**src/rtl/rotated_window_extract_core_assert.svh**
```systemverilog
// ----------------------------------------------------------------------------
// rotated window extract assertion macros
// concurrent assertion wrappers, compiled out when ASSERT_OFF is defined
// ----------------------------------------------------------------------------
`ifndef ROTATED_WINDOW_EXTRACT_CORE_ASSERT_SVH
`define ROTATED_WINDOW_EXTRACT_CORE_ASSERT_SVH

`ifndef ASSERT_OFF

// property checked on every rising edge outside of reset
`define RWE_ASSERT_RST(lbl, clk_i, rst_n_i, prop, msg) \
	lbl: assert property (@(posedge clk_i) disable iff (!rst_n_i) prop) else $error(msg);

// property checked on every rising edge, reset included
`define RWE_ASSERT_PLAIN(lbl, clk_i, prop, msg) \
	lbl: assert property (@(posedge clk_i) prop) else $error(msg);

`else

`define RWE_ASSERT_RST(lbl, clk_i, rst_n_i, prop, msg)

`define RWE_ASSERT_PLAIN(lbl, clk_i, prop, msg)

`endif

`endif

```
**src/rtl/rwe_pkg.sv**
```systemverilog
`timescale 1ns / 1ps
// ----------------------------------------------------------------------------
// rwe_pkg
// shared types, codes and helpers of the rotated window extract core
// ----------------------------------------------------------------------------
package rwe_pkg;

	// request codes
	localparam logic REQ_WRITE   = 1'b0;
	localparam logic REQ_OBSERVE = 1'b1;

	// orientation codes
	localparam logic [1:0] ORIENT_UP    = 2'd0;
	localparam logic [1:0] ORIENT_RIGHT = 2'd1;
	localparam logic [1:0] ORIENT_DOWN  = 2'd2;
	localparam logic [1:0] ORIENT_LEFT  = 2'd3;

	// register indexes
	localparam int CFG_IDX_W = 3;
	localparam logic [CFG_IDX_W-1:0] CFG_MAP_ROWS    = 3'd0;
	localparam logic [CFG_IDX_W-1:0] CFG_MAP_COLS    = 3'd1;
	localparam logic [CFG_IDX_W-1:0] CFG_VIEW_RADIUS = 3'd2;
	localparam logic [CFG_IDX_W-1:0] CFG_OUTPUT_MODE = 3'd3;
	localparam logic [CFG_IDX_W-1:0] CFG_FILL_CODE   = 3'd4;
	localparam int CFG_DATA_W = 9;

	// register reset values
	localparam logic [6:0]        RST_MAP_ROWS    = 7'd64;
	localparam logic [6:0]        RST_MAP_COLS    = 7'd64;
	localparam logic [1:0]        RST_VIEW_RADIUS = 2'd3;
	localparam logic              RST_OUTPUT_MODE = 1'b0;
	localparam logic signed [8:0] RST_FILL_CODE   = 9'sd0;

	localparam logic MODE_CLASS = 1'b0;
	localparam logic MODE_RAW   = 1'b1;

	// cell bytes and class codes
	localparam logic [7:0] CH_SPACE = 8'd32;
	localparam logic [7:0] CH_AT    = 8'd64;
	localparam logic [7:0] CH_F     = 8'd70;
	localparam logic [7:0] CH_A     = 8'd65;
	localparam logic signed [8:0] CLASS_SPACE = 9'sd1;
	localparam logic signed [8:0] CLASS_AT    = 9'sd2;
	localparam logic signed [8:0] CLASS_F     = 9'sd3;
	localparam logic signed [8:0] CLASS_A     = 9'sd4;
	localparam logic [8:0]        CLASS_OFFSET = 9'd92;

	typedef struct packed {
		logic       req_type;
		logic [5:0] cell_row;
		logic [5:0] cell_col;
		logic [7:0] cell_byte;
		logic [5:0] agent_row;
		logic [5:0] agent_col;
		logic [1:0] orientation;
	} in_word_t;

	typedef struct packed {
		logic signed [8:0] cell_value;
		logic [5:0]        obs_index;
		logic              last;
	} out_word_t;

	typedef struct packed {
		logic [6:0]        map_rows;
		logic [6:0]        map_cols;
		logic [1:0]        view_radius;
		logic              output_mode;
		logic signed [8:0] fill_code;
	} cfg_t;

	typedef enum logic [1:0] {
		ST_CLEAR,
		ST_IDLE,
		ST_SCAN
	} ctrl_state_t;

	// controller to datapath
	typedef struct packed {
		logic clr_step;
		logic wr_cell;
		logic obs_start;
		logic scan_en;
	} ctrl_cmd_t;

	// datapath to controller
	typedef struct packed {
		logic clear_done;
		logic issue_last;
		logic s1_busy;
	} dp_status_t;

	function automatic logic signed [8:0] class_of(input logic [7:0] b);
		logic signed [8:0] v;
		case (b)
			CH_SPACE: v = CLASS_SPACE;
			CH_AT:    v = CLASS_AT;
			CH_F:     v = CLASS_F;
			CH_A:     v = CLASS_A;
			default:  v = $signed({1'b0, b} - CLASS_OFFSET);
		endcase
		return v;
	endfunction

endpackage

```
**src/rtl/rwe_cfg_regs.sv**
```systemverilog
`timescale 1ns / 1ps
// ----------------------------------------------------------------------------
// rwe_cfg_regs
// configuration register file, one write per accepted word
// ----------------------------------------------------------------------------
module rwe_cfg_regs (
	input  logic                            clk,
	input  logic                            arst_n,
	input  logic                            cfg_valid,
	output logic                            cfg_ready,
	input  logic [rwe_pkg::CFG_IDX_W-1:0]   cfg_index,
	input  logic [rwe_pkg::CFG_DATA_W-1:0]  cfg_data,
	output rwe_pkg::cfg_t                   cfg
);
	import rwe_pkg::*;

	cfg_t cfg_q;

	assign cfg_ready = 1'b1;
	assign cfg       = cfg_q;

	always_ff @(posedge clk or negedge arst_n) begin
		if (!arst_n) begin
			cfg_q.map_rows    <= RST_MAP_ROWS;
			cfg_q.map_cols    <= RST_MAP_COLS;
			cfg_q.view_radius <= RST_VIEW_RADIUS;
			cfg_q.output_mode <= RST_OUTPUT_MODE;
			cfg_q.fill_code   <= RST_FILL_CODE;
		end else if (cfg_valid && cfg_ready) begin
			case (cfg_index)
				CFG_MAP_ROWS:    cfg_q.map_rows    <= cfg_data[6:0];
				CFG_MAP_COLS:    cfg_q.map_cols    <= cfg_data[6:0];
				CFG_VIEW_RADIUS: cfg_q.view_radius <= cfg_data[1:0];
				CFG_OUTPUT_MODE: cfg_q.output_mode <= cfg_data[0];
				CFG_FILL_CODE:   cfg_q.fill_code   <= $signed(cfg_data[8:0]);
				default: ;
			endcase
		end
	end

endmodule

```
**config.mk**
```make
export PLATFORM = sky130hd
export DESIGN_NAME = rwe_cfg_regs
export DESIGN_NICKNAME = d
export VERILOG_FILES = /design/src/rtl/rotated_window_extract_core_assert.svh /design/src/rtl/rwe_pkg.sv /design/src/rtl/rwe_cfg_regs.sv
export SDC_FILE = /design/constraint.sdc
export NUM_CORES = 1
export LEC_CHECK = 0
export ABC_AREA = 1
export BUFFER_PORTS_ARGS = -buffer_cell sky130_fd_sc_hd__buf_2
export CELL_PAD_IN_SITES_DETAIL_PLACEMENT = 1
export CELL_PAD_IN_SITES_GLOBAL_PLACEMENT = 1
export CORE_MARGIN = 1.5
export CORE_UTILIZATION = 31
export CTS_CLUSTER_SIZE = 30
export DETAILED_ROUTE_END_ITERATION = 10
export MAX_ROUTING_LAYER = met4
export PLACE_DENSITY = 0.78
export SYNTH_ARGS = -nofsm -noshare
export SYNTH_HDL_FRONTEND = slang
export SYNTH_SLANG_ARGS = --single-unit
```
**constraint.sdc**
```tcl
create_clock -name clk -period 0.8 [get_ports clk]
set_input_delay 0.04 -clock clk [delete_from_list [all_inputs] [get_ports clk]]
set_output_delay 0.04 -clock clk [all_outputs]
set_load 0.005 [all_outputs]
```
Word-level counts from Yosys, hierarchy flattened
Cells that the tools add are included.

storage, ports and cells
  output and inout port bits = 27
  bits of input ports = 15
  logic and storage cells = 15
  bits in registers = 26

cells by class
  reduce and logical (&&, ||, !) cells = 6
  eq/ne operators = 4

operators with widths
  cell                                                             count
  2-bit AND reduction                                              5
  3-bit by 2-bit == test with 1-bit output, second input constant  2
  3-bit by 1-bit == test with 1-bit output, second input constant  1
  3-bit == test, second input constant                             1
  3-bit logical NOT                                                1

Depth between registers and ports, before layout
Gate-level depths: netlist (run 1).

  depth after elaboration = 2
  mapped depth = 6
  depth with buffers taken out = 5

Least setup slack after synthesis (run 1)
No wires, ideal clock.

  kind = input-to-reg
  from = in cfg_valid
  to = reg cfg_q (netlist bit cfg[19])
  required time = 0.684 ns
  cell stages on the path = 6
  data arrival time = 0.555 ns
  slack = 0.128 ns
  cell sequence = inv_1 -> nor2_2 -> buf_6 -> nand2_4 -> nand2_1 -> nand2_1

on the way
  word-level cells in the longest chain between the ends = 1

RTL lines
  what                                  line                source
  start: declaration                    rwe_cfg_regs.sv:9   input logic cfg_valid,
  2-bit AND reduction (no source line)  -
  end: declaration                      rwe_cfg_regs.sv:17  cfg_t cfg_q;

No other way between the ends.
A chain may end at the register's enable or synchronous reset.

Worst setup path in the final report (run 1)
  from = reg cfg_q (netlist bit cfg[25])
  to = out cfg[25] in the netlist's numbering

RTL lines
  what              line                source
  end: declaration  rwe_cfg_regs.sv:13  output rwe_pkg::cfg_t cfg

No word-level cell between the ends.

==> summary.txt, run 1 <==
Synthesis
  • Yosys reg bits: 26
  • Synthesized cell area: 1120 um2
  • Synthesized instance count: 125
  • Area leader, netlist: dfrtp_1
  • Dominant cells by area after synthesis: dfrtp_1 (49%), nand2_1 (19%), nand3_1 (12%)
  • Synth Warn #: 0
  • Syn nets: 140
  • Syn avg cell area: 8.94 um2
  • Top-area cell type share of the netlist area: 49.3%
  • Sequential area share after synthesis: 58.7%
  • Synth unique cells: 14

Worst setup path
  • Critical Path, Cell by Cell: buf_6
  • Worst Path Max Fanout: 2
  • CP Capture Type: output port
  • Critical Path RT: 760 ps
  • Critical Path Start Type: flip-flop
  • WP data arrival: 990 ps
  • WP buf/inv: 1
  • CP top delay family: flip-flops
  • Setup CP Type: reg -> out
  • Crit-path max cell delay: 580 ps
  • Worst path slowest cell: dfstp_2

Route
  • Drc violations: 0
  • DRT Wirelength: 3.68 mm
  • Met1 WL: 1.57 mm
  • Met2 WL: 1.96 mm
  • Vias per cell: 4.47
  • Via count: 1139
  • DRT Pass-1 Iters: 4
  • Post-route ant nets: 0
  • WL met3: 111 um
  • WL/cell: 14.4 um
  • DRT iter0 DRCs: 36
  • DR top layer: met4

Floorplan
  • Die Area: 3970 um2
  • Initial Utilization: 33.0%
  • Die W: 63.0 um
  • DIE HEIGHT: 63.0 um
  • # IOs: 42
  • FP Rows: 21
  • Core area: 3390 um2

Clocking
  • Clock sink count: 26
  • CTS Buf Count: 3
  • TritonCTS clock tree: yes
  • Root Driver: clkbuf_4
  • Skew-Pair Late Insertion Delay: 320 ps
  • Max Root-Sink Buffers: 2
  • CTS clk-pin slew, worst paths: 150 ps
  • H-tree lvl count: 1

Outcome
  • Outcome: finished with violations
  • Violated checks: hold timing, setup timing

Min path
  • Class of the most critical hold timing path: in -> reg

Placed design
  • Placed inst area: 1420 um2
  • Cell count after placement: 215
  • Post-detail-place hpwl: 2.34 mm
  • IO buf count: 40
  • GPL Wtd Cong: 0.813

Timing
  • Final hold slack: -2.85 ps
  • Final worst slack: -231 ps
  • RSZ-0062 raised after global routing: yes
  • Setup_tns: -3340 ps
  • Hold Vio Cnt, Final: 1
  • Fmax: 970 MHz
  • Max-slew violation count: 0
  • Final worst path period share: 129%
  • Worst Skew: 0 ps
  • Final setup fails: 34
  • Final min period: 1030 ps

Finish
  • Commonest non-fill, non-tap cells in the layout: nand2_1 (49), buf_2 (37), buf_4 (31), nand3_1 (26), dfrtp_1 (22)
  • Nets: 225
  • Area grow syn2layout: 62.2%
  • Area used by multi-input combinational logic: 423 um2
  • Post-route non-filler standard cell count: 255
  • Most common cell after layout, fill and taps aside: nand2_1
  • Final instance area: 1810 um2
  • Ant diodes: 0
  • Number of flip-flops in the largest register: 26
  • Share of cells above drive strength 1: 45.9%
  • Fill cells: 427
  • FF+latch area: 656 um2

GRT
  • Largest net degree at the start of global routing: 22
  • Total global routing overflow: 0
  • Vias in the first global route: 1163
  • Antenna violations before repair: 0
  • Tot GR Track Use: 18.7%
  • First-pass GRT wire length: 5.62 mm

Power and ir drop
  • Leak: 0.00103 uW
  • Pwr/cell area: 2130 nW/um2
  • Worst VDD drop: 0.000859 V

Run
  • Max-cap violations: 0
-- synthesized netlist by cell type, drive strengths merged --
cell type / n
nand2: 59
nand3: 26
dfrtp: 22
buf: 4
dfstp: 4
inv: 4
nor2: 4
clkinv: 1
conb: 1
-- path summary, 6_finish.rpt --
kind	startpoint	endpoint	slack, ps	cells after the start
min in group asynchronous	arst_n	cfg[22]	130	2
hold / removal	cfg_data[2]	cfg[2]	-3	3
setup reg to reg	cfg[1]	cfg[1]	-80	4
max in group asynchronous	arst_n	cfg[25]	220	3
setup / recovery	cfg[25]	cfg[25]	-230	1
hold reg to reg	cfg[17]	cfg[17]	490	2
-- per-stage QoR --
| step | setup WS, ps | total power [uW] | util, % |
|---|---|---|---|
| floorplan | 128 | 2030 | - |
| global placement | -17.2 | 2430 | 42.0 |
| finish | -231 | 3860 | 53.5 |
| detailed placement | -43.1 | 2470 | 42.0 |
| global route | -285 | 4100 | 53.5 |
| CTS | -225 | 3560 | 48.7 |
-- layer usage --
layer  vias up  global-route usage (%)
met4         0                    3.33
li1        560                       -
met3         4                    2.34
met2        29                    34.6
met1       546                    21.7
met5         -                       -
-- power by group --
| part | switching [uW] | internal [uW] | leakage (uW) |
|---|---|---|---|
| Sequential | 140 | 1590 | 0.000319 |
| Combinational | 521 | 716 | 0.000686 |
| Clock | 396 | 506 | 0.0000279 |
| Total | 1060 | 2810 | 0.00103 |
-- cells by family (layout without fill, tap and decap cells) --
family / count (synthesis) / count (layout) / share of synthesized area, %
flip-flops: 26 / 26 / 58.7
buffers and inverters: 9 / 93 / 5.04
AND/OR/NAND/NOR: 89 / 89 / 35.9
other: 1 / 1 / 0.336
-- repair_timing --
item | in CTS | in global routing
pin swaps | 0 | 2
hold endpoints to repair | 35 | 1
buffers inserted | 12 | 15
endpoints found under the setup margin | 26 | 29
gates cloned | 0 | 0
gates resized for setup | 1 | 11
hold buffers | 8 | 1
-- final cells by class --
class                           count  area share, %
Sequential cell                    26           36.2
Timing Repair Buffer               84           33.4
Multi-Input combinational cell     90           23.3
Tap cell                           46           3.18
Clock inverter                      1           1.66
Clock buffer                        3           1.24
Inverter                            5           1.04
(Power assumes the default switching activity.)
==> run 2, diff against run 1 <==
--- a/config.mk
+++ b/config.mk
@@ -6,7 +6,7 @@
 export NUM_CORES = 1
 export LEC_CHECK = 0
 export ABC_AREA = 1
-export BUFFER_PORTS_ARGS = -buffer_cell sky130_fd_sc_hd__buf_2
+export BUFFER_PORTS_ARGS = -buffer_cell sky130_fd_sc_hd__clkbuf_2
 export CELL_PAD_IN_SITES_DETAIL_PLACEMENT = 1
 export CELL_PAD_IN_SITES_GLOBAL_PLACEMENT = 1
 export CORE_MARGIN = 1.5
==> summary.txt, run 2 (synthesis gave the netlist of run 1 again) <==
Finish
  • Ant diodes: 0
  • Share of cells above drive strength 1: 41.8%
  • Most common cell after layout, fill and taps aside: nand2_1
  • Number of flip-flops in the largest register: 26
  • Fill cells: 406
  • FF+latch area: 656 um2
  • Commonest non-fill, non-tap cells in the layout: nand2_1 (54), clkbuf_2 (37), nand3_1 (26), buf_4 (26), dfrtp_1 (22)
  • Area used by multi-input combinational logic: 410 um2
  • Nets: 217
  • Area grow syn2layout: 53.4%
  • Post-route non-filler standard cell count: 247

Clocking
  • Max Root-Sink Buffers: 2
  • Root Driver: clkbuf_4
  • CTS clk-pin slew, worst paths: 150 ps
  • CTS Buf Count: 3
  • Skew-Pair Late Insertion Delay: 320 ps
  • Clock sink count: 26
  • TritonCTS clock tree: yes
  • H-tree lvl count: 1

Outcome
  • Violated checks: setup timing
  • Outcome: finished with violations

Placed design
  • Post-placement setup slack: -39.6 ps
  • Post-detail-place hpwl: 2.27 mm
  • Cell count after placement: 215
  • GPL Wtd Cong: 0.861
  • IO buf count: 40

Worst setup path
  • Crit-path max cell delay: 560 ps
  • WP data arrival: 990 ps
  • R2R cell count: 4
  • R2r endpoint: cfg[2]
  • Worst Path Max Fanout: 2
  • Critical Path RT: 760 ps
  • WP buf/inv: 1
  • CP top delay family: flip-flops
  • Critical Path, Cell by Cell: clkbuf_2
  • Reg-to-Reg Start: cfg[2]
  • Flop2flop setup slack: -70 ps
  • Worst path slowest cell: dfstp_2
  • Critical Path Start Type: flip-flop
  • Setup CP Type: reg -> out
  • CP Capture Type: output port

Route
  • DRT Pass-1 Iters: 4
  • Drc violations: 0
  • WL/cell: 13.5 um
  • Vias per cell: 4.47
  • Via count: 1103
  • Post-route ant nets: 0
  • DRT iter0 DRCs: 32
  • DRT Wirelength: 3.34 mm

Floorplan
  • DIE HEIGHT: 63.0 um
  • Die W: 63.0 um
  • Die Area: 3970 um2
  • Initial Utilization: 33.0%
  • # IOs: 42
  • FP Rows: 21
  • Core area: 3390 um2

GRT
  • Vias in the first global route: 1138
  • Largest net degree at the start of global routing: 27
  • Antenna violations before repair: 0
  • Total global routing overflow: 0
  • Tot GR Track Use: 17.3%
  • First-pass GRT wire length: 5.30 mm

Min path
  • Class of the most critical hold timing path: in -> reg
  • Hold_sp: cfg_data[0]
  • Hold path depth: 3
  • Worst Hold End: cfg[10]

Timing
  • Final worst path period share: 129%
  • Worst Skew: 0 ps
  • Final min period: 1030 ps
  • Final worst slack: -232 ps
  • Final setup fails: 31
  • Fmax: 969 MHz
  • Max-slew violation count: 0
  • Hold Vio Cnt, Final: 0
  • RSZ-0062 raised after global routing: yes

Power and ir drop
  • Worst VDD drop: 0.00100 V
  • Leak: 0.000984 uW
  • PnR Total Power: 3700 uW
  • Pwr/cell area: 2160 nW/um2

Run
  • Max-cap violations: 0
## run 2: what timing repair did
item	in CTS	in global routing
setup endpoints to repair	26	27
endpoints found under the hold margin	38	1
hold buffers	7	1
setup buffers	13	8
gates resized for setup	0	6
pin swaps	0	1
## run 2: tightest hold or removal path, delay by kind of cell
kind / cells / cell delay (ps)
simple gates: 2 / 160
buf+inv: 1 / 140
## run 2: layout make-up
| class | count | area share [%] |
|---|---|---|
| inverters | 5 | 1.09 |
| clock inverters | 1 | 1.75 |
| clock buffers | 3 | 1.31 |
| flip-flops and latches | 26 | 38.2 |
| multi-input cells | 90 | 23.9 |
| well taps | 46 | 3.36 |
| repair buffers | 76 | 30.3 |
## run 2: layer usage
metal,vias to the layer above,global-route usage (%),part of all wire [%]
li1,548,-,-
met1,526,20.4,43
met2,29,31.3,53
met3,0,3.06,3.9
met4,0,2.50,0
met5,-,-,0
## run 2: report_power, final
group | switching [uW] | internal, uW
Combinational | 467 | 601
Sequential | 140 | 1590
Clock | 397 | 506
Total | 1000 | 2690
## run 2: worst max-delay path by stage
| stage | end | slack (ps) | from | cells past startpoint |
|---|---|---|---|---|
| floorplan | cfg[19] | 130 | cfg_valid | 6 |
| global placement | cfg[7] | -2 | cfg_index[2] | 6 |
| detailed placement | cfg[0] | -40 | cfg_index[1] | 5 |
| CTS | cfg[10] | -240 | cfg[10] | 1 |
| global route | cfg[11] | -270 | cfg[11] | 1 |
| finish | cfg[10] | -230 | cfg[10] | 1 |
## run 2: stage by stage
| stage | area (um2) | hold slack, ps | util (%) | TNS, ps |
|---|---|---|---|---|
| floorplan | 1120 | -256 | - | 0 |
| finish | 1710 | 13.0 | 50.6 | -2900 |
| CTS | 1630 | 0.589 | 48.1 | -2800 |
| global placement | 1410 | 43.7 | 41.6 | -1.50 |
| global route | 1710 | 15.1 | 50.6 | -4170 |
| detailed placement | 1410 | 53.2 | 41.6 | -188 |
