### config.mk
export PLATFORM = sky130hd
export DESIGN_NAME = rwe_ctrl
export DESIGN_NICKNAME = d
export VERILOG_FILES = /design/src/rtl/rotated_window_extract_core_assert.svh /design/src/rtl/rwe_pkg.sv /design/src/rtl/rwe_ctrl.sv
export SDC_FILE = /design/constraint.sdc
export NUM_CORES = 1
export LEC_CHECK = 0
export ABC_AREA = 1
export BUFFER_PORTS_ARGS = -buffer_cell sky130_fd_sc_hd__buf_2
export CORE_AREA = 2 2 39 41
export CTS_BUF_LIST = sky130_fd_sc_hd__clkbuf_16
export DETAILED_ROUTE_END_ITERATION = 10
export DIE_AREA = 0 0 41 43
export PLACE_DENSITY = 0.31
export SYNTH_ARGS = -nofsm -noshare
export SYNTH_HDL_FRONTEND = slang
export SYNTH_SLANG_ARGS = --single-unit
export TNS_END_PERCENT = 1
### constraint.sdc
create_clock -name clk -period 1.85 [get_ports clk]
set_input_delay 0.0925 -clock clk [delete_from_list [all_inputs] [get_ports clk]]
set_output_delay 0.0925 -clock clk [all_outputs]
set_load 0.1 [all_outputs]
### src/rtl/rotated_window_extract_core_assert.svh
// ----------------------------------------------------------------------------
// rotated window extract assertion macros
// concurrent assertion wrappers, compiled out when ASSERT_OFF is defined
// ----------------------------------------------------------------------------
`ifndef ROTATED_WINDOW_EXTRACT_CORE_ASSERT_SVH
`define ROTATED_WINDOW_EXTRACT_CORE_ASSERT_SVH

`ifndef ASSERT_OFF

// property checked on every rising edge outside of reset
`define RWE_ASSERT_RST(lbl, clk_i, rst_n_i, prop, msg) \
	lbl: assert property (@(posedge clk_i) disable iff (!rst_n_i) prop) else $error(msg);

// property checked on every rising edge, reset included
`define RWE_ASSERT_PLAIN(lbl, clk_i, prop, msg) \
	lbl: assert property (@(posedge clk_i) prop) else $error(msg);

`else

`define RWE_ASSERT_RST(lbl, clk_i, rst_n_i, prop, msg)

`define RWE_ASSERT_PLAIN(lbl, clk_i, prop, msg)

`endif

`endif

### src/rtl/rwe_pkg.sv
`timescale 1ns / 1ps
// ----------------------------------------------------------------------------
// rwe_pkg
// shared types, codes and helpers of the rotated window extract core
// ----------------------------------------------------------------------------
package rwe_pkg;

	// request codes
	localparam logic REQ_WRITE   = 1'b0;
	localparam logic REQ_OBSERVE = 1'b1;

	// orientation codes
	localparam logic [1:0] ORIENT_UP    = 2'd0;
	localparam logic [1:0] ORIENT_RIGHT = 2'd1;
	localparam logic [1:0] ORIENT_DOWN  = 2'd2;
	localparam logic [1:0] ORIENT_LEFT  = 2'd3;

	// register indexes
	localparam int CFG_IDX_W = 3;
	localparam logic [CFG_IDX_W-1:0] CFG_MAP_ROWS    = 3'd0;
	localparam logic [CFG_IDX_W-1:0] CFG_MAP_COLS    = 3'd1;
	localparam logic [CFG_IDX_W-1:0] CFG_VIEW_RADIUS = 3'd2;
	localparam logic [CFG_IDX_W-1:0] CFG_OUTPUT_MODE = 3'd3;
	localparam logic [CFG_IDX_W-1:0] CFG_FILL_CODE   = 3'd4;
	localparam int CFG_DATA_W = 9;

	// register reset values
	localparam logic [6:0]        RST_MAP_ROWS    = 7'd64;
	localparam logic [6:0]        RST_MAP_COLS    = 7'd64;
	localparam logic [1:0]        RST_VIEW_RADIUS = 2'd3;
	localparam logic              RST_OUTPUT_MODE = 1'b0;
	localparam logic signed [8:0] RST_FILL_CODE   = 9'sd0;

	localparam logic MODE_CLASS = 1'b0;
	localparam logic MODE_RAW   = 1'b1;

	// cell bytes and class codes
	localparam logic [7:0] CH_SPACE = 8'd32;
	localparam logic [7:0] CH_AT    = 8'd64;
	localparam logic [7:0] CH_F     = 8'd70;
	localparam logic [7:0] CH_A     = 8'd65;
	localparam logic signed [8:0] CLASS_SPACE = 9'sd1;
	localparam logic signed [8:0] CLASS_AT    = 9'sd2;
	localparam logic signed [8:0] CLASS_F     = 9'sd3;
	localparam logic signed [8:0] CLASS_A     = 9'sd4;
	localparam logic [8:0]        CLASS_OFFSET = 9'd92;

	typedef struct packed {
		logic       req_type;
		logic [5:0] cell_row;
		logic [5:0] cell_col;
		logic [7:0] cell_byte;
		logic [5:0] agent_row;
		logic [5:0] agent_col;
		logic [1:0] orientation;
	} in_word_t;

	typedef struct packed {
		logic signed [8:0] cell_value;
		logic [5:0]        obs_index;
		logic              last;
	} out_word_t;

	typedef struct packed {
		logic [6:0]        map_rows;
		logic [6:0]        map_cols;
		logic [1:0]        view_radius;
		logic              output_mode;
		logic signed [8:0] fill_code;
	} cfg_t;

	typedef enum logic [1:0] {
		ST_CLEAR,
		ST_IDLE,
		ST_SCAN
	} ctrl_state_t;

	// controller to datapath
	typedef struct packed {
		logic clr_step;
		logic wr_cell;
		logic obs_start;
		logic scan_en;
	} ctrl_cmd_t;

	// datapath to controller
	typedef struct packed {
		logic clear_done;
		logic issue_last;
		logic s1_busy;
	} dp_status_t;

	function automatic logic signed [8:0] class_of(input logic [7:0] b);
		logic signed [8:0] v;
		case (b)
			CH_SPACE: v = CLASS_SPACE;
			CH_AT:    v = CLASS_AT;
			CH_F:     v = CLASS_F;
			CH_A:     v = CLASS_A;
			default:  v = $signed({1'b0, b} - CLASS_OFFSET);
		endcase
		return v;
	endfunction

endpackage

### src/rtl/rwe_ctrl.sv
`timescale 1ns / 1ps
// ----------------------------------------------------------------------------
// rwe_ctrl
// sequencer: clearing pass, request dispatch and window scan
// ----------------------------------------------------------------------------
module rwe_ctrl (
	input  logic                clk,
	input  logic                arst_n,
	input  logic                in_valid,
	input  logic                req_type,
	output logic                in_ready,
	output rwe_pkg::ctrl_cmd_t  cmd,
	input  rwe_pkg::dp_status_t sts
);
	import rwe_pkg::*;

	ctrl_state_t state_q, state_d;

	always_ff @(posedge clk or negedge arst_n) begin
		if (!arst_n) begin
			state_q <= ST_CLEAR;
		end else begin
			state_q <= state_d;
		end
	end

	always_comb begin
		state_d  = state_q;
		in_ready = 1'b0;
		cmd      = '0;
		case (state_q)
			ST_CLEAR: begin
				cmd.clr_step = 1'b1;
				if (sts.clear_done) begin
					state_d = ST_IDLE;
				end
			end
			ST_IDLE: begin
				// hold off while a read of the previous window is still pending
				in_ready = !sts.s1_busy;
				if (in_valid && in_ready) begin
					if (req_type == REQ_WRITE) begin
						cmd.wr_cell = 1'b1;
					end else begin
						cmd.obs_start = 1'b1;
						state_d       = ST_SCAN;
					end
				end
			end
			ST_SCAN: begin
				cmd.scan_en = 1'b1;
				if (sts.issue_last) begin
					state_d = ST_IDLE;
				end
			end
			default: begin
				state_d = ST_CLEAR;
			end
		endcase
	end

endmodule

## After elaboration in Yosys (flattened, before gate mapping)

Cells that the tools add are included.

| word-level totals | value |
|---|---|
| flip-flop bits (word level) | 2 |
| output and inout port bits | 5 |
| word-level logic and storage cells | 23 |

| operators by class | value |
|---|---|
| eq/ne operators | 6 |
| reductions and logical operators | 4 |
| multiplexer cells | 12 |

Operators with widths:

| operator | count |
|---|---|
| 2-bit 2-to-1 mux | 6 |
| 2-bit inequality test (second input constant) | 4 |
| 2-bit one-hot mux with 3 select lines | 1 |
| 1-bit 2-to-1 mux | 5 |
| 4-bit AND reduction | 1 |
| 2-bit by 1-bit == test with 1-bit output (second input constant) | 1 |
| 2-bit == test (second input constant) | 1 |
| 2-bit zero test | 1 |
| 1-bit logical AND | 1 |
| 1-bit zero test | 1 |

## Longest topological paths before layout

Gate-level depths: netlist (run 1).

| depth | value |
|---|---|
| depth in word-level cells | 4 |
| depth in mapped cells | 4 |

## Worst setup path before layout (run 1)

No wires, ideal clock.

| path | value |
|---|---|
| path type | reg-to-output |
| start point | register state_q[1] |
| end point | output cmd[2] (netlist bit) |
| setup slack | -856 ps |
| path buffers | 0 |
| cell stages (with the launch flop) | 4 |
| arrival | 2613 ps |
| cells stage by stage | dfrtp_1 -> inv_1 -> nand2_1 -> nor3_1 |

RTL lines:

| element | line | RTL |
|---|---|---|
| start, declared | rwe_ctrl.sv:17 | `ctrl_state_t state_q, state_d;` |
| start signal, assigned | rwe_ctrl.sv:23 | `state_q <= state_d;` |
| end, declared | rwe_ctrl.sv:12 | `output rwe_pkg::ctrl_cmd_t cmd,` |

==> metrics.md, run 1 <==
| Metric | Value |
|---|---|
| Area Overhead vs Synth | `129.4%` |
| Root Driver | `clkbuf_16` |
| DR DRC count | `0` |
| Syn Nets | `28` |
| Port bufs | `11` |
| Min cycle time layout | `about 1.5 ns` |
| First-pass GRT wire length | `between 700 and 800 um` |
| Met1 usage | `approximately 7.7%` |
| Final setup fails | `0` |
| Initial Util | `a little under a tenth` |
| Dpl cells | `48` |
| Max Cap Viol | `0` |
| Clock sinks | `2` |
| RSZ-0062 raised after global routing | `no` |
| Max reg flops | `2` |
| Fin nets | `45` |
| Peak Freq | `669.6 MHz` |
| Area share of the largest cell type after synthesis | `about two fifths` |
| Synthesized flop and latch total | `2` |
| Placed instance area | `slightly above 200 um2` |
| Post-Syn Instances | `21` |
| Largest net degree at the start of global routing | `6` |
| Die area | `approximately 1800 um2` |
| Hold buffers post-CTS | `1` |
| Area of the mapped netlist | `127.6 um2` |
| Wirelength per Cell | `7.308 um` |
| Synth unique cells | `8` |
| Biggest regs | `state_q: 2 flops` |
| Initial drt markers | `0` |
| Boundary Pins | `12` |
| PostCTS Resize Cnt | `0` |
| Final hold vios | `0` |
| Detailed Place HPWL | `about 280 um` |
| Post-Route WL | `roughly 380 um` |
| Drt first pass iters | `1` |
| Final Cell Area | `approximately 300 um2` |
| Reg power frac | `11.2%` |
| Relative max-transition margin | `around 68%` |
| CTS buffer count | `3` |
| Worst-Margin Slew | `about 0.5 ns` |
| Ys Warns | `0` |
| Grt met2 use | `under 10%` |
| DP Worst Slack | `0.5868 ns` |
| GRT Resource Usage Total | `6.827%` |
| Met3 Use GR | `about 4.7%` |
| Int Power | `between 0.3 and 0.4 mW` |
| Die Height | `between 40 and 50 um` |
| Setup CP Type | `reg2out` |
| Final setup TNS | `0 ns` |
| Max Buffers Root-to-Sink | `2` |
| H-tree depth | `1` |
| Psw | `approximately 0.17 mW` |
| Reg with most FFs | `state_q` |
| Post-synthesis sequential area ratio | `39.22%` |
| Final ANT Viol Nets | `0` |
| CP arrival | `1.40 ns` |
| DR vias/cell | `about 3.3` |
| Initial antenna violation count | `0` |
| Via count | `172` |
| Grt peak-use layer | `met4` |
| Worst hold path class | `in2async` |
| Final Instance Count excl. Fillers | `52` |
| Core Footprint | `1384 um2` |
| Diodes inserted | `0` |
| Final setup skew | `0.001250 ns` |
| Die X | `just over 40 um` |
| P_leak | `0.1769 nW` |
| Cell taking the most area after synthesis | `dfrtp_1` |
| Final WS setup | `approximately 0.36 ns` |
| Vias in the first global route | `~190` |
| Max-slew violations | `0` |
| Clock-pin slew on the worst setup and hold paths | `roughly 0.030 ns` |
| Switching Fraction | `~33%` |
| CTS tree | `done` |
| Pwr Total | `roughly 0.52 mW` |
| WHS | `~0.19 ns` |
| Worst IR Drop VDD | `roughly 0.34 mV` |
| Post-CTS Repair Setup Buffers | `0` |
| Fraction of layout instances using a drive strength above 1 | `between 40% and 50%` |
| RePlAce Congestion | `0.5845` |
| Slowest stage delay, CP | `0.44 ns` |
| Crit-path cells | `inv_1 > nand2_1 > nor3_2 > buf_2` |
| Crit-path slowest cell | `buf_2` |
| CP max FO | `4` |
| Combinational share of power | `about a quarter` |
| Setup crit end kind | `output pin` |
| Total gr overflow | `0` |
| # rows | `14` |
| Synth area leaders | `dfrtp_1 39%, inv_1 15%, nand2_1 15%` |
| Critical path launch point type | `register` |
| Fin crit share | `about 80%` |
| Worst path required time | `between 1.5 and 2 ns` |
| Clock Latency Late Sink | `between 0.2 and 0.25 ns` |
| Final Util | `between 20% and 30%` |
| Syn_area_per_cell | `roughly 6.1 um2` |
| Status | `finished, final reports clean` |
| Clock Power Share | `62.2%` |
| Power Dens Cells | `1763 nW/um2` |
## layer usage
metal	vias up	share of wire (%)
met3	0	14
li1	93	-
met2	12	43
met1	67	42
met4	0	0
met5	-	0
## cell type report
cell class                 instances  area, um2
clock buffer                       3      75.07
fill                             159       1091
inverter                           5      18.77
multi-input combinational         14      63.81
sequential                         2      50.05
tap                               16      20.02
timing repair buffer              12      65.06
## cells in the mapped netlist
cell type,n
nand3_1,2
nor3_1,1
inv_1,5
a21oi_1,1
dfrtp_1,2
o21ai_0,1
nor2_1,4
nand2_1,5
## power by group through the flow
stage | Sequential [mW] | Combinational (mW) | Clock (mW)
finish | 0.0577 | 0.137 | 0.321
floorplan | 0.0567 | 0.114 | 0
global placement | 0.0584 | 0.138 | 0
global route | 0.0596 | 0.146 | 0.335
detailed placement | 0.0583 | 0.136 | 0
CTS | 0.0578 | 0.139 | 0.326
## cell usage in the layout (no fill, tap or decap)
| cell | synthesis | routed |
|---|---|---|
| a21oi_1 | 1 | 1 |
| buf_2 | 0 | 11 |
| clkbuf_16 | 0 | 3 |
| dfrtp_1 | 2 | 2 |
| dlygate4sd3_1 | 0 | 1 |
| inv_1 | 5 | 5 |
| nand2_1 | 5 | 5 |
| nand3_1 | 2 | 2 |
| nor2_1 | 4 | 4 |
| nor3_2 | 0 | 1 |
| o21ai_0 | 1 | 1 |
## critical path: cells and delay by family, from the launching register on
kind                   cells  cell delay, ns
buffers and inverters      2            0.53
and+or+nand+nor            2            0.28
DFF                        1            0.38
## worst paths after layout
check	slack [ns]	start	cells after the start	end
max	0.36	state_q[1]	4	cmd[2]
min in group clk	0.19	sts[1]	4	state_q[1]
min	0.19	arst_n	2	state_q[1]
max in group asynchronous	1.57	arst_n	2	state_q[0]
min reg2reg	0.52	state_q[0]	1	state_q[0]
max reg2reg	1.01	state_q[1]	3	state_q[1]
## cell families after synthesis
group	synth area share, %
buffers and inverters	14.71
AND/OR/NAND/NOR	38.23
AO/OA/AOI/OAI	7.836
flip-flops	39.22
No activity file was read; power rests on OpenSTA's default activity.
==> run 2: changes to the inputs <==
--- a/config.mk
+++ b/config.mk
@@ -5,13 +5,13 @@
 export SDC_FILE = /design/constraint.sdc
 export NUM_CORES = 1
 export LEC_CHECK = 0
-export ABC_AREA = 1
+export ABC_AREA = 0
 export BUFFER_PORTS_ARGS = -buffer_cell sky130_fd_sc_hd__buf_2
 export CORE_AREA = 2 2 39 41
 export CTS_BUF_LIST = sky130_fd_sc_hd__clkbuf_16
 export DETAILED_ROUTE_END_ITERATION = 10
 export DIE_AREA = 0 0 41 43
-export PLACE_DENSITY = 0.31
+export PLACE_DENSITY = 0.32
 export SYNTH_ARGS = -nofsm -noshare
 export SYNTH_HDL_FRONTEND = slang
 export SYNTH_SLANG_ARGS = --single-unit
==> constraint.sdc (replaced) <==
create_clock -name clk -period 1.55 [get_ports clk]
set_input_delay 0.0775 -clock clk [delete_from_list [all_inputs] [get_ports clk]]
set_output_delay 0.0775 -clock clk [all_outputs]
set_load 0.1 [all_outputs]
==> metrics.md, run 2 <==
| Metric | Value |
|---|---|
| Status | `finished, final reports clean` |
| Worst R2R Setup Slack | `0.54 ns` |
| Initial antenna violation count | `0` |
| Hold path depth | `2` |
| Post-synthesis compound-gate area fraction | `a little under a fifth` |
| Synth Flop Type | `dfrtp_1` |
| H-tree depth | `1` |
| Max Buffers Root-to-Sink | `2` |
| Critical path launch point type | `register` |
| Fill cells | `~160` |
| Hold buffers post-CTS | `1` |
| Ys Warns | `0` |
| Boundary Pins | `12` |
| Root Driver | `clkbuf_16` |
| Simple-gate share of the synthesized area | `between 40% and 50%` |
| RePlAce Congestion | `a little over 0.7` |
| P_leak | `~0.16 nW` |
| Final hold vios | `0` |
| Wirelength per Cell | `between 9 and 10 um` |
| Post-Route WL | `just over 400 um` |
| Mux share of post-synthesis cell area | `0%` |
| Leading cell type in the layout, fill and taps excluded | `buf_2` |
| Die X | `~41 um` |
| Count leader, synth | `dfrtp_1` |
| RSZ-0062 raised after global routing | `no` |
| Hold_sp | `sts[1]` |
| R2R Path Start | `state_q[0]` |
| Post-Syn Instances | `13` |
| Clock Power Share | `around 64%` |
| Psw | `0.1758 mW` |
| Hold EP | `state_q[0]` |
| WHS | `between 0.09 and 0.1 ns` |
| Final setup skew | `between 0.0015 and 0.002 ns` |
| Crit-path slowest cell | `dfrtp_1` |
| Initial drt markers | `6` |
| Largest net degree at the start of global routing | `7` |
| Setup crit end kind | `output pin` |
| PostCTS Resize Cnt | `0` |
| Post-Synth XOR/XNOR Area | `0%` |
| Total gr overflow | `0` |
| Max Cap Viol | `0` |
| EDFF count, synth | `0` |
| Int Power | `approximately 0.43 mW` |
| R2R Path End | `state_q[1]` |
| Port bufs | `11` |
| Combinational share of power | `between 20 and 25%` |
| Slowest stage delay, CP | `between 0.4 and 0.5 ns` |
| Core Footprint | `approximately 1400 um2` |
| Post-synthesis sequential area ratio | `37.74%` |
| Reg power frac | `11.4%` |
| Biggest regs | `state_q: 2 flops` |
| Reg with most FFs | `state_q` |
| Clock-pin slew on the worst setup and hold paths | `roughly 0.030 ns` |
| Post-CTS Repair Setup Buffers | `0` |
| Final WS setup | `0.1295 ns` |
| Final Instance Count excl. Fillers | `44` |
| Initial Util | `9.584%` |
| Dpl cells | `40` |
| Final setup fails | `0` |
| Post-synthesis adder-cell area fraction | `0%` |
| Max reg flops | `2` |
| GRT Resource Usage Total | `around 6.7%` |
| Clock Latency Late Sink | `about 0.22 ns` |
| Setup CP Type | `reg2out` |
| Area of the mapped netlist | `about 130 um2` |
| Diodes inserted | `0` |
| Worst IR Drop VDD | `about 0.31 mV` |
| Most frequent cells in the layout | `9 x buf_2, 3 x clkbuf_16, 2 x buf_12, 2 x dfrtp_1` |
| CP arrival | `1.34 ns` |
| Peak Freq | `~700 MHz` |
| CTS buffer count | `3` |
| Fin nets | `37` |
| Power Dens Cells | `between 1500 and 2000 nW/um2` |
| Worst path required time | `roughly 1.5 ns` |
| Switching Fraction | `between 20% and 30%` |
| DR vias/cell | `around 3.7` |
| Largest family of logic cells by synthesized area | `simple AND/OR/NAND/NOR gates` |
| Fraction of registers with async set/reset | `between 90% and 100%` |
| Detailed Place HPWL | `between 300 and 400 um` |
| Die Height | `roughly 43 um` |
| Synthesized flop and latch total | `2` |
| Synth unique cells | `12` |
| Syn_area_per_cell | `roughly 10 um2` |
| Drt first pass iters | `2` |
| First-pass GRT wire length | `about 720 um` |
| # rows | `14` |
| Via count | `around 160` |
| Final ANT Viol Nets | `0` |
| Clock sinks | `2` |
| Cell taking the most area after synthesis | `dfrtp_1` |
| Relative max-transition margin | `about two thirds` |
| R2r worst-path depth | `2` |
| Area Overhead vs Synth | `150.9%` |
| Min cycle time layout | `roughly 1.4 ns` |
| Max-slew violations | `0` |
| CTS tree | `done` |
| Vias in the first global route | `between 150 and 200` |
| DR DRC count | `0` |
| Fraction of layout instances using a drive strength above 1 | `between 60 and 70%` |
| Worst hold path class | `in2reg` |
| Syn Nets | `20` |
| Crit-path cells | `and4bb_1 > nor2b_2 > buf_12` |
| Die area | `1763 um2` |
| DP Worst Slack | `0.3561 ns` |
| Fin crit share | `about nine tenths` |
| Worst-Margin Slew | `roughly 0.49 ns` |
| Area share of the largest cell type after synthesis | `around 38%` |
| Synth area leaders | `dfrtp_1 38%, and4bb_1 9.4%, and4b_1 7.5%` |
| CP max FO | `5` |
-- run 2: cell count changes after synthesis, sizes merged, moves of 2 or more --
cell   before  now
nand2       5    0
inv         5    1
nand3       2    0
nor2        4    1
-- run 2: how the worst max path moves through the flow --
| stage | to | slack, ns | cells past startpoint | start |
|---|---|---|---|---|
| finish | cmd[2] | 0.13 | 3 | state_q[1] |
| global route | cmd[2] | 0.07 | 3 | state_q[1] |
| CTS | cmd[2] | 0.12 | 3 | state_q[1] |
| detailed placement | cmd[2] | 0.36 | 3 | state_q[1] |
| global placement | cmd[2] | 0.38 | 3 | state_q[1] |
| floorplan | in_ready | -0.17 | 1 | state_q[1] |
-- run 2: routing by layer --
metal / track usage (%) / wire, um
met5: 0 / 0
met4: 8.000 / 13
met3: 5.236 / 58
met2: 6.875 / 136
met1: 7.348 / 205
-- run 2: kinds of logic after synthesis --
logic type             Yosys count
and+or+nand+nor                  7
DFF                              2
buffers and inverters            1
AOI/OAI and AO/OA                3
-- run 2: power groups by stage --
stage               sequential [mW]  clock (mW)  combinational, mW
finish                       0.0687       0.386              0.148
global route                 0.0703       0.399              0.155
CTS                          0.0686       0.395              0.149
detailed placement           0.0691           0              0.146
global placement             0.0684           0              0.146
floorplan                    0.0665           0              0.113
-- run 2: worst max-delay path, delay by kind of cell, from the launching register on --
kind / cells / cell delay [ns]
buffers and inverters: 1 / 0.19
DFF: 1 / 0.42
and+or+nand+nor: 2 / 0.51
-- run 2: area by class of cell --
class                   count  area (um2)  area share (%)
clock buffers               3       75.07           22.56
well taps                  16       20.02           6.015
repair buffers             12       95.09           28.57
flip-flops and latches      2       50.05           15.04
multi-input cells          10       88.84           26.69
inverters                   1       3.754           1.128
-- run 2: stage by stage --
| stage | utilization (%) | power (mW) | TNS, ns | cell area, um2 |
|---|---|---|---|---|
| 2_1_floorplan | - | 0.1800 | -0.2143 | 142.6 |
| 3_3_place_gp | 17.90 | 0.2144 | 0 | 247.7 |
| 3_5_place_dp | 17.90 | 0.2154 | 0 | 247.7 |
| 4_1_cts | 24.05 | 0.6121 | 0 | 332.8 |
| 5_1_grt | 24.05 | 0.6242 | 0 | 332.8 |
| 6_report | 24.05 | 0.6021 | 0 | 332.8 |
==> run 3: changes to the inputs <==
==> constraint.sdc (replaced) <==
create_clock -name clk -period 1.55 [get_ports clk]
set_input_delay 0.31 -clock clk [delete_from_list [all_inputs] [get_ports clk]]
set_output_delay 0.31 -clock clk [all_outputs]
set_load 0.1 [all_outputs]
==> metrics.md, run 3 (same netlist as run 2, synthesis figures left out) <==
| Metric | Value |
|---|---|
| Status | `finished with violations` |
| Failing checks | `setup timing` |
| Vias in the first global route | `approximately 200` |
| Max Buffers Root-to-Sink | `2` |
| Final hold vios | `0` |
| Wirelength per Cell | `10.51 um` |
| First-pass GRT wire length | `about 860 um` |
| DR vias/cell | `3.660` |
| Grt met2 use | `7.813%` |
| Largest net degree at the start of global routing | `5` |
| GRT Resource Usage Total | `around 7.6%` |
| Critical path launch point type | `register` |
| # rows | `14` |
| RSZ-0062 raised after global routing | `yes` |
| Area taken by multi-input logic gates | `just over 100 um2` |
| Root Driver | `clkbuf_16` |
| Hold_sp | `sts[1]` |
| Met3 Use GR | `approximately 3.7%` |
| DR DRC count | `0` |
| Biggest regs | `state_q: 2 flops` |
| Clock-pin slew on the worst setup and hold paths | `approximately 0.03 ns` |
| Worst-Margin Slew | `approximately 0.19 ns` |
| Boundary Pins | `12` |
| Setup crit end kind | `output pin` |
| DP Worst Slack | `0.1300 ns` |
| Die area | `between 1500 and 2000 um2` |
| Diodes inserted | `0` |
| Final WS setup | `-0.01154 ns` |
| P_leak | `0.1928 nW` |
| Worst path required time | `1.24 ns` |
| Worst hold path class | `in2reg` |
| Fin nets | `40` |
| Most frequent cells in the layout | `6 x buf_2, 5 x buf_12, 3 x clkbuf_16, 3 x buf_4, 2 x dfrtp_1` |
| Final Cell Area | `roughly 420 um2` |
| Initial antenna violation count | `0` |
| Worst IR Drop VDD | `0.3431 mV` |
| Min cycle time layout | `between 1.5 and 2 ns` |
| Storage cell area | `~50 um2` |
| Final Util | `between 30% and 40%` |
| Detailed Place HPWL | `348.6 um` |
| Via count | `172` |
| Port bufs | `11` |
| H-tree depth | `1` |
| Setup CP Type | `reg2out` |
| Fraction of layout instances using a drive strength above 1 | `70.97%` |
| Max-slew violations | `0` |
| Die Height | `between 40 and 50 um` |
| Clock Latency Late Sink | `between 0.2 and 0.25 ns` |
| Placed instance area | `between 300 and 400 um2` |
| Final setup skew | `~0.00057 ns` |
| Crit path from | `state_q[1]` |
| Fin crit share | `100.7%` |
| Total gr overflow | `0` |
| Relative max-transition margin | `87.36%` |
| Clock sinks | `2` |
| Max reg flops | `2` |
| Initial Util | `under 10%` |
| Peak Freq | `640.4 MHz` |
| Die X | `a little over 40 um` |
| Area Overhead vs Synth | `213.2%` |
| Final ANT Viol Nets | `0` |
| RePlAce Congestion | `0.6892` |
| Power Dens Cells | `roughly 1600 nW/um2` |
| R2R Path Start | `state_q[1]` |
| CTS buffer count | `3` |
| Core Footprint | `1384 um2` |
| Drt first pass iters | `1` |
| CP arrival | `approximately 1.3 ns` |
| Fill cells | `about 150` |
| Met1 usage | `10.26%` |
| Reg with most FFs | `state_q` |
| CP max FO | `3` |
| Leading cell type in the layout, fill and taps excluded | `buf_2` |
| CTS tree | `done` |
| Final setup fails | `1` |
| Post-Route WL | `about 490 um` |
| Grt peak-use layer | `met1` |
| Initial drt markers | `0` |
| Max Cap Viol | `0` |
==> run 3: cell types whose count changed in the layout (fill, tap and decap cells not counted), sizes merged <==
cell / before / now
buf: 11 / 14
==> run 3: worst max-delay path, cell delays in order (launching register included) <==
cell      delay, ns
dfrtp_1        0.37
and4bb_1       0.30
nor2b_4        0.18
buf_12         0.18
==> run 3: routing by layer <==
layer / wire [um] / vias to the layer above
li1: - / 85
met1: 235 / 76
met2: 195 / 11
met3: 63 / 0
met4: 0 / 0
met5: 0 / -
==> run 3: report_power, final <==
group / internal, mW / switching [mW] / leakage, nW
logic: 0.0882 / 0.126 / 0.132
registers: 0.0591 / 0.00453 / 0.0241
clock network: 0.329 / 0.0620 / 0.0370
total: 0.476 / 0.192 / 0.193
==> run 3: path summary, 6_finish.rpt <==
check | to | slack (ns) | depth (start not counted)
worst max-delay path | cmd[2] | -0.01 | 3
worst min-delay path | state_q[0] | 0.32 | 2
worst max register to register | state_q[1] | 0.49 | 3
worst min register to register | state_q[0] | 0.70 | 3
max in group asynchronous | state_q[0] | 1.05 | 2
min in group asynchronous | state_q[1] | 0.41 | 2
==> run 3: through the flow <==
step / hold WS, ns / TNS [ns] / total power [mW] / std cells
2_1_floorplan: 0.01441 / -0.8729 / 0.1800 / 13
3_3_place_gp: 0.09624 / 0 / 0.2544 / 41
3_5_place_dp: 0.09827 / 0 / 0.2550 / 41
4_1_cts: 0.3185 / -0.03015 / 0.6727 / 47
5_1_grt: 0.3478 / -0.1484 / 0.6981 / 47
6_report: 0.3191 / -0.01154 / 0.6680 / 47
==> run 3: area by class of cell <==
class	instances	share of cell area (%)
flip-flops and latches	2	12.05
well taps	16	4.819
inverters	1	0.9036
clock buffers	3	18.07
repair buffers	15	39.16
multi-input cells	10	25.00
==> run 3: repair_timing <==
action	CTS	global route
hold buffers	1	0
buffers inserted	2	0
pin swaps	1	0
endpoints found under the hold margin	2	0
setup endpoints to repair	2	4
gates resized for setup	2	2
